### src/sv/tmrle_pkg.sv
// Package for the tile-map run-length encoder.
// Holds the cell and word types, word constants and the register index codes.
// Used by every module of the block; depends on nothing.
`timescale 1ns / 1ps

package tmrle_pkg;

	localparam int WordW = 16;
	localparam int IndexW = 11;
	localparam int CountW = 13;
	localparam int MaxWords = 3;

	localparam logic [WordW-1:0] BlankFlag = 16'h2000;
	localparam logic [CountW-1:0] BlankMax = 13'h1fff;
	localparam logic [CountW-1:0] TileRunMax = 13'd7;
	localparam logic [WordW-1:0] Terminator = 16'hffff;
	localparam int RunShift = 13;

	typedef enum logic [0:0] {
		CFG_MAP_WIDTH = 1'b0,
		CFG_TILE_OFFSET = 1'b1
	} cfg_index_t;

	typedef struct packed {
		logic              is_blank;
		logic [IndexW-1:0] tile_index;
		logic              flip_h;
		logic              flip_v;
		logic              last_cell;
	} cell_t;

	typedef struct packed {
		logic [WordW-1:0] map_word;
		logic             last_word;
	} word_t;

	typedef struct packed {
		logic [1:0]             count;
		word_t [MaxWords-1:0]   words;
	} batch_t;

	function automatic logic [WordW-1:0] run_word(
		input logic              blank,
		input logic [IndexW-1:0] index,
		input logic              fh,
		input logic              fv,
		input logic [CountW-1:0] count,
		input logic [IndexW-1:0] offset
	);
		logic [WordW-1:0] w;
		if (blank) begin
			w = BlankFlag | {3'b000, count & BlankMax};
		end else begin
			w = {5'b00000, IndexW'(offset + index)};
			if (count > 13'd1) begin
				w[WordW-1:RunShift] = count[2:0];
			end
			w[11] = fh;
			w[12] = fv;
		end
		return w;
	endfunction

endpackage

### src/sv/tmrle_core.sv
// Run tracking for the tile-map run-length encoder: run state registers and
// the combinational step that turns one cell into up to three output words.
// Depends on tmrle_pkg.
`timescale 1ns / 1ps

module tmrle_core
	import tmrle_pkg::*;
(
	input  logic              clk,
	input  logic              arst_n,
	input  logic              step,
	input  cell_t             cur_cell,
	input  logic [WordW-1:0]  map_width,
	input  logic [IndexW-1:0] tile_offset,
	output batch_t            batch
);

	logic              header_sent_q;
	logic              run_open_q;
	logic              run_blank_q;
	logic [IndexW-1:0] run_index_q;
	logic              run_flip_h_q;
	logic              run_flip_v_q;
	logic [CountW-1:0] run_count_q;

	logic              header_sent_d;
	logic              run_open_d;
	logic              run_blank_d;
	logic [IndexW-1:0] run_index_d;
	logic              run_flip_h_d;
	logic              run_flip_v_d;
	logic [CountW-1:0] run_count_d;

	logic              open0;
	logic [CountW-1:0] count0;
	logic              match;
	logic              close;
	logic [1:0]        n;

	always_comb begin
		batch = '0;
		n = 2'd0;
		header_sent_d = header_sent_q;
		run_blank_d = run_blank_q;
		run_index_d = run_index_q;
		run_flip_h_d = run_flip_h_q;
		run_flip_v_d = run_flip_v_q;
		open0 = run_open_q;
		count0 = run_count_q;
		close = 1'b0;

		if (!header_sent_q) begin
			open0 = 1'b0;
			count0 = '0;
			batch.words[n] = '{map_word: map_width, last_word: 1'b0};
			n = n + 2'd1;
			header_sent_d = 1'b1;
		end

		if (cur_cell.is_blank) begin
			match = open0 && run_blank_q;
		end else begin
			match = open0 && !run_blank_q && (run_index_q == cur_cell.tile_index) &&
				(run_flip_h_q == cur_cell.flip_h) && (run_flip_v_q == cur_cell.flip_v);
		end

		run_open_d = open0;
		run_count_d = count0;
		if (match) begin
			run_count_d = count0 + 13'd1;
			close = run_blank_q ? (run_count_d >= BlankMax) : (run_count_d >= TileRunMax);
			if (close) begin
				batch.words[n] = '{map_word: run_word(run_blank_q, run_index_q,
					run_flip_h_q, run_flip_v_q, run_count_d, tile_offset), last_word: 1'b0};
				n = n + 2'd1;
				run_open_d = 1'b0;
				run_count_d = '0;
			end
		end else begin
			if (open0) begin
				batch.words[n] = '{map_word: run_word(run_blank_q, run_index_q,
					run_flip_h_q, run_flip_v_q, count0, tile_offset), last_word: 1'b0};
				n = n + 2'd1;
			end
			run_open_d = 1'b1;
			run_blank_d = cur_cell.is_blank;
			run_index_d = cur_cell.is_blank ? '0 : cur_cell.tile_index;
			run_flip_h_d = cur_cell.is_blank ? 1'b0 : cur_cell.flip_h;
			run_flip_v_d = cur_cell.is_blank ? 1'b0 : cur_cell.flip_v;
			run_count_d = 13'd1;
		end

		if (cur_cell.last_cell) begin
			if (run_open_d) begin
				batch.words[n] = '{map_word: run_word(run_blank_d, run_index_d,
					run_flip_h_d, run_flip_v_d, run_count_d, tile_offset), last_word: 1'b0};
				n = n + 2'd1;
			end
			batch.words[n] = '{map_word: Terminator, last_word: 1'b1};
			n = n + 2'd1;
			run_open_d = 1'b0;
			run_count_d = '0;
			header_sent_d = 1'b0;
			run_blank_d = 1'b0;
			run_index_d = '0;
			run_flip_h_d = 1'b0;
			run_flip_v_d = 1'b0;
		end
		batch.count = n;
	end

	always_ff @(posedge clk or negedge arst_n) begin
		if (!arst_n) begin
			header_sent_q <= 1'b0;
			run_open_q <= 1'b0;
			run_blank_q <= 1'b0;
			run_index_q <= '0;
			run_flip_h_q <= 1'b0;
			run_flip_v_q <= 1'b0;
			run_count_q <= '0;
		end else if (step) begin
			header_sent_q <= header_sent_d;
			run_open_q <= run_open_d;
			run_blank_q <= run_blank_d;
			run_index_q <= run_index_d;
			run_flip_h_q <= run_flip_h_d;
			run_flip_v_q <= run_flip_v_d;
			run_count_q <= run_count_d;
		end
	end

endmodule

### src/sv/tmrle_out_fifo.sv
// Four-entry output queue of the tile-map run-length encoder.
// Takes up to three words at once and hands out one word per cycle while the receiver is ready.
// Depends on tmrle_pkg.
`timescale 1ns / 1ps

module tmrle_out_fifo
	import tmrle_pkg::*;
(
	input  logic   clk,
	input  logic   arst_n,
	input  logic   push,
	input  batch_t batch,
	output logic   room,
	output logic   valid,
	input  logic   ready,
	output word_t  head
);

	localparam int Depth = 4;

	word_t      entry_q [Depth];
	logic [1:0] rd_ptr_q;
	logic [1:0] wr_ptr_q;
	logic [2:0] count_q;
	logic       pop;
	logic [1:0] n_push;
	logic [2:0] count_after_pop;

	assign valid = (count_q != 3'd0);
	assign pop = valid && ready;
	assign head = entry_q[rd_ptr_q];
	assign count_after_pop = count_q - {2'b00, pop};
	assign room = (count_after_pop <= 3'd1);
	assign n_push = push ? batch.count : 2'd0;

	always_ff @(posedge clk) begin
		for (int e = 0; e < Depth; e++) begin
			logic [1:0] off;
			off = 2'(e) - wr_ptr_q;
			if (off < n_push) begin
				entry_q[e] <= batch.words[off];
			end
		end
	end

	always_ff @(posedge clk or negedge arst_n) begin
		if (!arst_n) begin
			rd_ptr_q <= '0;
			wr_ptr_q <= '0;
			count_q <= '0;
		end else begin
			rd_ptr_q <= rd_ptr_q + {1'b0, pop};
			wr_ptr_q <= wr_ptr_q + n_push;
			count_q <= count_after_pop + {1'b0, n_push};
		end
	end

endmodule

### src/sv/tilemap_run_length_encoder_unit.sv
// Tile-map run-length encoder, top level.
// Holds the input register, the configuration registers and the two parts.
// Depends on tmrle_pkg, tmrle_core and tmrle_out_fifo.
//
// Cells enter on the s_ stream, one word per cell: s_tuser carries the blank
// mark, s_tlast marks the last cell of a map. Encoded words leave on the m_
// stream; m_tlast is high on the 0xFFFF terminator that closes a map.
// The configuration port writes map_width (index 0) and the tile offset
// (index 1); the user must see that it is written only while the block is
// idle, as the block itself does not enforce this. A cell is captured in an
// input register and, once the queue has room, stepped into a four-entry
// output queue, from which its first word appears on the m_ stream.
// One cell is taken per cycle as long as the queue holds at most one word
// after this cycle's read; even with the receiver ready, cells that give two
// words can fill the queue and hold the input, and a cell that gives three (a
// one-cell map, or a last cell that ends one run and starts another) always
// holds the input after it.
// When the receiver stalls, the queue fills and s_tready falls; no word is
// lost. Reset clears the run state, the queue and both registers.
`timescale 1ns / 1ps

module tilemap_run_length_encoder_unit
	import tmrle_pkg::*;
(
	input  logic              clk,
	input  logic              arst_n,
	input  logic              s_tvalid,
	output logic              s_tready,
	input  logic [15:0]       s_tdata,   // tile_index [10:0], flip_h [11], flip_v [12], zero
	input  logic              s_tuser,   // is_blank
	input  logic              s_tlast,
	output logic              m_tvalid,
	input  logic              m_tready,
	output logic [WordW-1:0]  m_tdata,   // map_word
	output logic              m_tlast,
	input  logic              cfg_we,
	input  cfg_index_t        cfg_index,
	input  logic [WordW-1:0]  cfg_wdata
);

	logic              valid_s1;
	cell_t             cell_s1;
	logic [WordW-1:0]  map_width_q;
	logic [IndexW-1:0] tile_offset_q;
	logic              room;
	logic              step;
	batch_t            batch;
	word_t             head;

	assign step = valid_s1 && room;
	assign s_tready = !valid_s1 || step;

	always_ff @(posedge clk or negedge arst_n) begin
		if (!arst_n) begin
			valid_s1 <= 1'b0;
		end else if (s_tready) begin
			valid_s1 <= s_tvalid;
		end
	end

	always_ff @(posedge clk) begin
		if (s_tvalid && s_tready) begin
			cell_s1 <= '{is_blank: s_tuser, tile_index: s_tdata[10:0],
				flip_h: s_tdata[11], flip_v: s_tdata[12], last_cell: s_tlast};
		end
	end

	always_ff @(posedge clk or negedge arst_n) begin
		if (!arst_n) begin
			map_width_q <= '0;
			tile_offset_q <= '0;
		end else if (cfg_we) begin
			unique case (cfg_index)
				CFG_MAP_WIDTH: map_width_q <= cfg_wdata;
				CFG_TILE_OFFSET: tile_offset_q <= cfg_wdata[IndexW-1:0];
				default: ;
			endcase
		end
	end

	tmrle_core u_core (
		.clk         (clk),
		.arst_n      (arst_n),
		.step        (step),
		.cur_cell    (cell_s1),
		.map_width   (map_width_q),
		.tile_offset (tile_offset_q),
		.batch       (batch)
	);

	tmrle_out_fifo u_out_fifo (
		.clk    (clk),
		.arst_n (arst_n),
		.push   (step),
		.batch  (batch),
		.room   (room),
		.valid  (m_tvalid),
		.ready  (m_tready),
		.head   (head)
	);

	assign m_tdata = head.map_word;
	assign m_tlast = head.last_word;

endmodule

### config.mk
export PLATFORM = sky130hd
export DESIGN_NAME = tilemap_run_length_encoder_unit
export DESIGN_NICKNAME = d
export VERILOG_FILES = /design/src/sv/tmrle_pkg.sv /design/src/sv/tmrle_core.sv /design/src/sv/tmrle_out_fifo.sv /design/src/sv/tilemap_run_length_encoder_unit.sv
export SDC_FILE = /design/constraint.sdc
export NUM_CORES = 1
export LEC_CHECK = 0
export ABC_CLOCK_PERIOD_IN_PS = 6050
export BUFFER_PORTS_ARGS = -buffer_cell sky130_fd_sc_hd__buf_2
export CAP_MARGIN = 5
export CORE_UTILIZATION = 55
export CTS_BUF_LIST = sky130_fd_sc_hd__clkbuf_8
export CTS_CLUSTER_SIZE = 14
export DETAILED_ROUTE_END_ITERATION = 7
export PLACE_DENSITY = 0.78
export SETUP_SLACK_MARGIN = 0.1
export SYNTH_ARGS = -nofsm -noshare
export SYNTH_HDL_FRONTEND = slang
export SYNTH_SLANG_ARGS = --single-unit
### constraint.sdc
create_clock -name clk -period 6.05 [get_ports clk]
set_input_delay 0.3025 -clock clk [delete_from_list [all_inputs] [get_ports clk]]
set_output_delay 0.3025 -clock clk [all_outputs]
set_load 0.02 [all_outputs]
# [After elaboration in Yosys (flattened, before gate mapping)]
# Memories as Yosys holds them, arrays and structs flattened.
# Cells that the tools add are included.
# W data, S select, Z words.
[word_totals] latch_bits=0 mem_bits_ro=0 memories=1 ramBits=68 regBits=79 out_inout_bits=19
[classes] order_cmp=20 add_sub_neg=14 reduce_logical=17 div_mod_pow=0 shift=0 bitwise_logic=2 eq_ne=3 mul=0 n_mux=74
[memory_table] memory="u_out_fifo.entry_q" words=4 width=17 rd=1 rd_ports_with_merged_regs=0 wr=4 line_no="tmrle_out_fifo.sv:21" rtl="word_t entry_q [Depth];"
[op_table] cell="$mux W51" n=6
[op_table] cell="$bwmux W51" n=3
[op_table] cell="$mux W16" n=9
[op_table] cell="$bmux W17 S2" n=4
[op_table] cell="$mux W17" n=8
[op_table] cell="$demux W17 S2" n=3
[op_table] cell="$mux W13" n=4
[op_table] cell="$or A51 B51 Y51" n=1
[op_table] cell="$gt A13 B1 Y1 const B" n=3
[op_table] cell="$mux W11" n=3
[op_table] cell="$mux W1" n=24
[op_table] cell="$add A11 B11 Y11" n=2
[op_table] cell="$lt A2 B3 Y1 const B" n=6
[op_table] cell="$mux W2" n=7
[op_table] cell="$add A13 B1 Y13 const B" n=1
[op_table] cell="$ge A13 B13 Y1 const B" n=1
[op_table] cell="$ge A13 B3 Y1 const B" n=1
[op_table] cell="$eq A11 B11 Y1" n=1
[op_table] cell="$logic_and A1 B1 Y1" n=11
[op_table] cell="$mux W3" n=3
[op_table] cell="$lt A2 B2 Y1" n=4
[op_table] cell="$add A2 B1 Y2 const B" n=2
[op_table] cell="$ge A2 B1 Y1 const B" n=2
[op_table] cell="$reduce_and A2 Y1" n=2
[op_table] cell="15 further kinds" n=19

# [Logic depth before layout (Yosys ltp)]
[depth] depth_word=19 depth_mapped=28 ltp_nobuf=23

# [Modules after synthesis]
# Synthesis repeated with hierarchy kept, for this count alone.
[unflattened] hier_cells=923 area_unflattened_um2=9990.8
[modules_own_cells] module="tmrle_out_fifo" area_each_um2=4220.3 instances=1 seq_area_each_um2=2217.1 cells_per_inst=305
[modules_own_cells] module="tmrle_core" area_each_um2=4196.5 instances=1 seq_area_each_um2=725.7 cells_per_inst=539
[modules_own_cells] module="tilemap_run_length_encoder_unit" area_each_um2=1574.0 instances=1 seq_area_each_um2=1151.1 cells_per_inst=79

# [Worst setup path after synthesis]
# No wires, ideal clock.
[synth_path] path_type="reg-to-reg" start="reg u_core.header_sent_q" end="mem u_out_fifo.entry_q[2][0] in the netlist's numbering (enable)" stages_incl_launch_ff=24 slack_ns=-0.449 period_less_slack_ns=6.499 arrival_time_ns=6.102 n_path_buf=4 path_cell_list="dfrtp_1 -> buf_2 -> buf_2 -> clkbuf_1 -> nand2_1 -> inv_1 -> ha_1 -> buf_4 -> nand4_2 -> or3_1 -> a2111o_1 -> a2111o_1 -> o21ai_0 -> ha_1 -> o22ai_1 -> ha_1 -> nand2_1 -> o21ai_0 -> ha_1 -> nand2_1 -> o21ai_0 -> nand2_1 -> ha_1 -> a21oi_1"
[synth_lines] item="start, declared" line_no="tmrle_core.sv:18" rtl="logic header_sent_q;"
[synth_lines] item="start signal, assigned" line_no="tmrle_core.sv:122" rtl="header_sent_q <= header_sent_d;"
[synth_lines] item="end, declared" line_no="tmrle_out_fifo.sv:21"

==> flow_summary_export.csv <==
group,metric,value,unit
logic_synthesis,post_synth.cell_area_avg,9.83,µm²
finish,n_antenna_cell,0,
logic_synthesis,number_of_distinct_standard_cells_referenced_by_the_synthesized_netlist,84,
logic_synthesis,synth.area.top_cells,"sky130_fd_sc_hd__edfxtp_1, sky130_fd_sc_hd__dfrtp_1, sky130_fd_sc_hd__ha_1",
logic_synthesis,synthesis.nets,1130,
sta,clock_skew,0.0130,ns
setup_path,setup.reg_to_reg.worst_slack,0.40,ns
sta,grt_setup_unrepaired,"no",
logic_synthesis,synth_enable_flop_cells,83,
logic_synthesis,seq_area_frac_synth,0.398,
finish,final_cell_mix,"sky130_fd_sc_hd__nand2_1, sky130_fd_sc_hd__edfxtp_1, sky130_fd_sc_hd__a21oi_1",
clock_tree,ctsLongestPathBuffers,2,
logic_synthesis,post_synth_instance_area,10300,µm²
clock_tree,worst_skew_pair.late_latency,0.47,ns
sta,tns,0,ns
grt,grt_start_max_net_pins,65,
route,drt-wirelength-per-cell,23.1,µm
clock_tree,clock_sinks,147,
job,maxCapViolCount,0,
clock_tree,clock_tree_root,"sky130_fd_sc_hd__clkbuf_8",
outcome,run_status,"complete, no violations",
finish,fraction_of_layout_instances_using_a_drive_strength_above_1,0.188,
logic_synthesis,synthesis.yosys.warnings,0,
pwr,cell_area_power_density,546,nW/µm²
die,design.core.area,18100,µm²
grt,grtUsageTotal,0.339,
route,residual_drc_count,0,
grt,number_of_antenna_violations_at_the_first_check_in_global_routing,0,
sta,timing.final.ws_setup,0.402,ns
grt,global_route_wire_length_before_repair,50.1,mm
route,drt_wl_total,31.2,mm
placement,detailedPlacementHpwl,22.7,mm
die,initial_utilization,0.567,
setup_path,cp-start-kind,"register",
setup_path,critPathMaxFanout,17,
clock_tree,clk_pin_slew_worst_setup_hold_paths,0.09,ns
setup_path,cp_data_arrival_time,5.78,ns
clock_tree,cts_post_setup_buffers_inserted,0,
sta,ratio_of_final_minimum_period_to_clock_period,0.933,
logic_synthesis,syn_inst,1046,
clock_tree,cts-htree-levels,4,
route,first_pass_iters,5,
finish,finalNetCount,1194,
sta,final_slew_viol_count,0,
logic_synthesis,post-synth-top-area-fraction,0.242,
grt,number_of_global_route_vias_before_repair,8862,
placement,place_worst_setup_slack,0.523,ns
finish,syn2layout_area_growth,11.2,%
setup_path,criticalPathCategory,"reg2reg",
setup_path,worst-endpoint-required,6.18,ns
min_path,hold_class,"in2async",
route,final_antenna_net_count,0,
route,num_vias,9079,
sta,tightest_pin_transition,0.848,ns
setup_path,r2r-end,"u_out_fifo.entry_q[3][12]$_DFFE_PN_",
logic_synthesis,synthDominantAreaCellType,"sky130_fd_sc_hd__edfxtp_1",
finish,fin_area,11400,µm²
logic_synthesis,fraction_of_registers_with_async_set_or_reset_after_synthesis,0.435,
placement,dpl_cell_area,10900,µm²
finish,mostFrequentLayoutCell,"sky130_fd_sc_hd__nand2_1",
pwr,vdd_drop_max,552,µV
placement,port-buffer-count,55,
finish,fillerInstances,1523,
sta,final_critical_path_required_period,5.65,ns
die,placementRows,49,
die,dieWidth,139,µm
clock_tree,cts_tree,"built",
pwr,power_leakage,4.53,nW
route,dr.first_iter.drc_count,1266,
die,io_pins,59,
grt,gr-total-overflow,0,
setup_path,end_kind,"register",
die,die-area,19300,µm²
sta,fmax,177,MHz
logic_synthesis,postSynthRegisterBits,147,
setup_path,r2r.worst_path.cells,19,
sta,timing.hold.ws,0.0175,ns
setup_path,worst_r2r_startpoint,"u_core.run_count_q[0]$_DFFE_PN0P_",
die,die_h,139,µm
sta,final_number_of_hold_violating_endpoints,0,
logic_synthesis,ys_dominant_reg_cell,"sky130_fd_sc_hd__edfxtp_1",
placement,finalWeightedCongestion,1.04,
sta,setup-violations-final,0,
sta,slew_headroom,0.435,
clock_tree,cts_buffers,17,
route,detail_route.vias_per_cell,6.72,
==> synth_stat cells (all sizes together), types with 26 or more instances <==
library cell  number
nand2            104
ha                39
xor2              26
a21oi             79
inv               36
mux2              36
clkbuf            41
edfxtp            83
o21ai             79
dfrtp             64
nor2              65
nand3             30
==> cell type report <==
cell class	count	area, µm²	area share
well taps	229	287	0.0250
clock buffers	17	234	0.0205
inverters	37	143	0.0125
multi-input cells	798	5810	0.508
repair buffers	109	716	0.0626
flip-flops and latches	147	4100	0.358
clock inverters	15	153	0.0133
==> layer usage <==
metal  global-route usage  vias to the layer above  wire, µm
met5                    0                        -         0
met4                0.137                        0      1100
met3               0.0577                       96      2540
met2                0.526                      523     14000
li1                     -                     4091         -
met1                0.474                     4369     13600
==> worst max path at each step <==
| stage | endpoint | from | slack, ns | depth (start not counted) |
|---|---|---|---|---|
| 4_1_cts | u_out_fifo.entry_q[3][11]$_DFFE_PN_ | u_core.run_count_q[0]$_DFFE_PN0P_ | 0.46 | 19 |
| 3_3_place_gp | u_out_fifo.entry_q[3][5]$_DFFE_PN_ | u_core.run_count_q[0]$_DFFE_PN0P_ | 0.60 | 19 |
| 6_report | u_out_fifo.entry_q[3][12]$_DFFE_PN_ | u_core.run_count_q[0]$_DFFE_PN0P_ | 0.40 | 19 |
| 2_1_floorplan | u_out_fifo.entry_q[1][0]$_DFFE_PN_ | u_core.header_sent_q$_DFFE_PN0P_ | 0.17 | 24 |
| 3_5_place_dp | u_out_fifo.entry_q[3][5]$_DFFE_PN_ | u_core.run_count_q[0]$_DFFE_PN0P_ | 0.52 | 19 |
| 5_1_grt | u_out_fifo.entry_q[3][11]$_DFFE_PN_ | u_core.run_count_q[0]$_DFFE_PN0P_ | 0.12 | 19 |
==> state kept, by name, summed over array words and instances (netlist names) <==
| name | cells |
|---|---|
| u_out_fifo.wr_ptr_q | 2 |
| u_out_fifo.rd_ptr_q | 2 |
| u_core.header_sent_q | 1 |
| u_core.run_blank_q | 1 |
| u_core.run_index_q | 11 |
| u_out_fifo.count_q | 3 |
| valid_s1 | 1 |
| u_core.run_flip_h_q | 1 |
| cell_s1 | 15 |
| u_out_fifo.entry_q | 68 |
| tile_offset_q | 11 |
| map_width_q | 16 |
| u_core.run_count_q | 13 |
| u_core.run_flip_v_q | 1 |
| u_core.run_open_q | 1 |
==> power breakdown <==
group | internal [mW] | leakage (nW) | switching (mW)
clock network | 0.338 | 0.198 | 0.438
logic | 1.32 | 2.74 | 2.34
registers | 1.60 | 1.59 | 0.216
==> worst max-delay path, cell delays in order, from the launching register on <==
cell,delay (ns)
sky130_fd_sc_hd__dfrtp_1,0.44
sky130_fd_sc_hd__nand2_1,0.09
sky130_fd_sc_hd__inv_1,0.20
sky130_fd_sc_hd__ha_1,0.23
sky130_fd_sc_hd__nand4_2,0.21
sky130_fd_sc_hd__or3_1,0.37
sky130_fd_sc_hd__a2111o_1,0.43
sky130_fd_sc_hd__a2111o_1,0.40
sky130_fd_sc_hd__o21ai_0,0.43
sky130_fd_sc_hd__ha_1,0.34
sky130_fd_sc_hd__o22ai_2,0.12
sky130_fd_sc_hd__ha_1,0.26
sky130_fd_sc_hd__nand2_1,0.06
sky130_fd_sc_hd__o21ai_0,0.16
sky130_fd_sc_hd__ha_1,0.33
sky130_fd_sc_hd__nand2_1,0.05
sky130_fd_sc_hd__o21ai_0,0.12
sky130_fd_sc_hd__nand2_1,0.22
sky130_fd_sc_hd__fa_1,0.50
sky130_fd_sc_hd__clkinvlp_4,0.34
==> kinds of logic (layout without fill, tap and decap cells) <==
logic type | count (synthesis) | after routing | synth area share
xor gates and xnor gates | 40 | 40 | 0.0341
DFF | 147 | 147 | 0.398
AOI/OAI and AO/OA | 325 | 325 | 0.217
muxes | 78 | 78 | 0.101
buffers and inverters | 101 | 178 | 0.0404
adders and majority gates | 44 | 44 | 0.0572
and+or+nand+nor | 311 | 311 | 0.152
==> what timing repair did <==
item | in CTS | in global routing
hold buffers | 13 | 1
resized for setup | 0 | 1
hold endpoints to repair | 13 | 1
setup endpoints to repair | 0 | 2
==> metrics by stage <==
| step | power, mW | cells | util |
|---|---|---|---|
| floorplan | 4.27 | 1046 | - |
| global placement | 5.28 | 1306 | 0.601 |
| detailed placement | 5.37 | 1306 | 0.601 |
| CTS | 6.16 | 1351 | 0.630 |
| global route | 6.61 | 1352 | 0.630 |
| finish | 6.25 | 1352 | 0.630 |
Note: power is estimated with default switching activity, not from simulation.
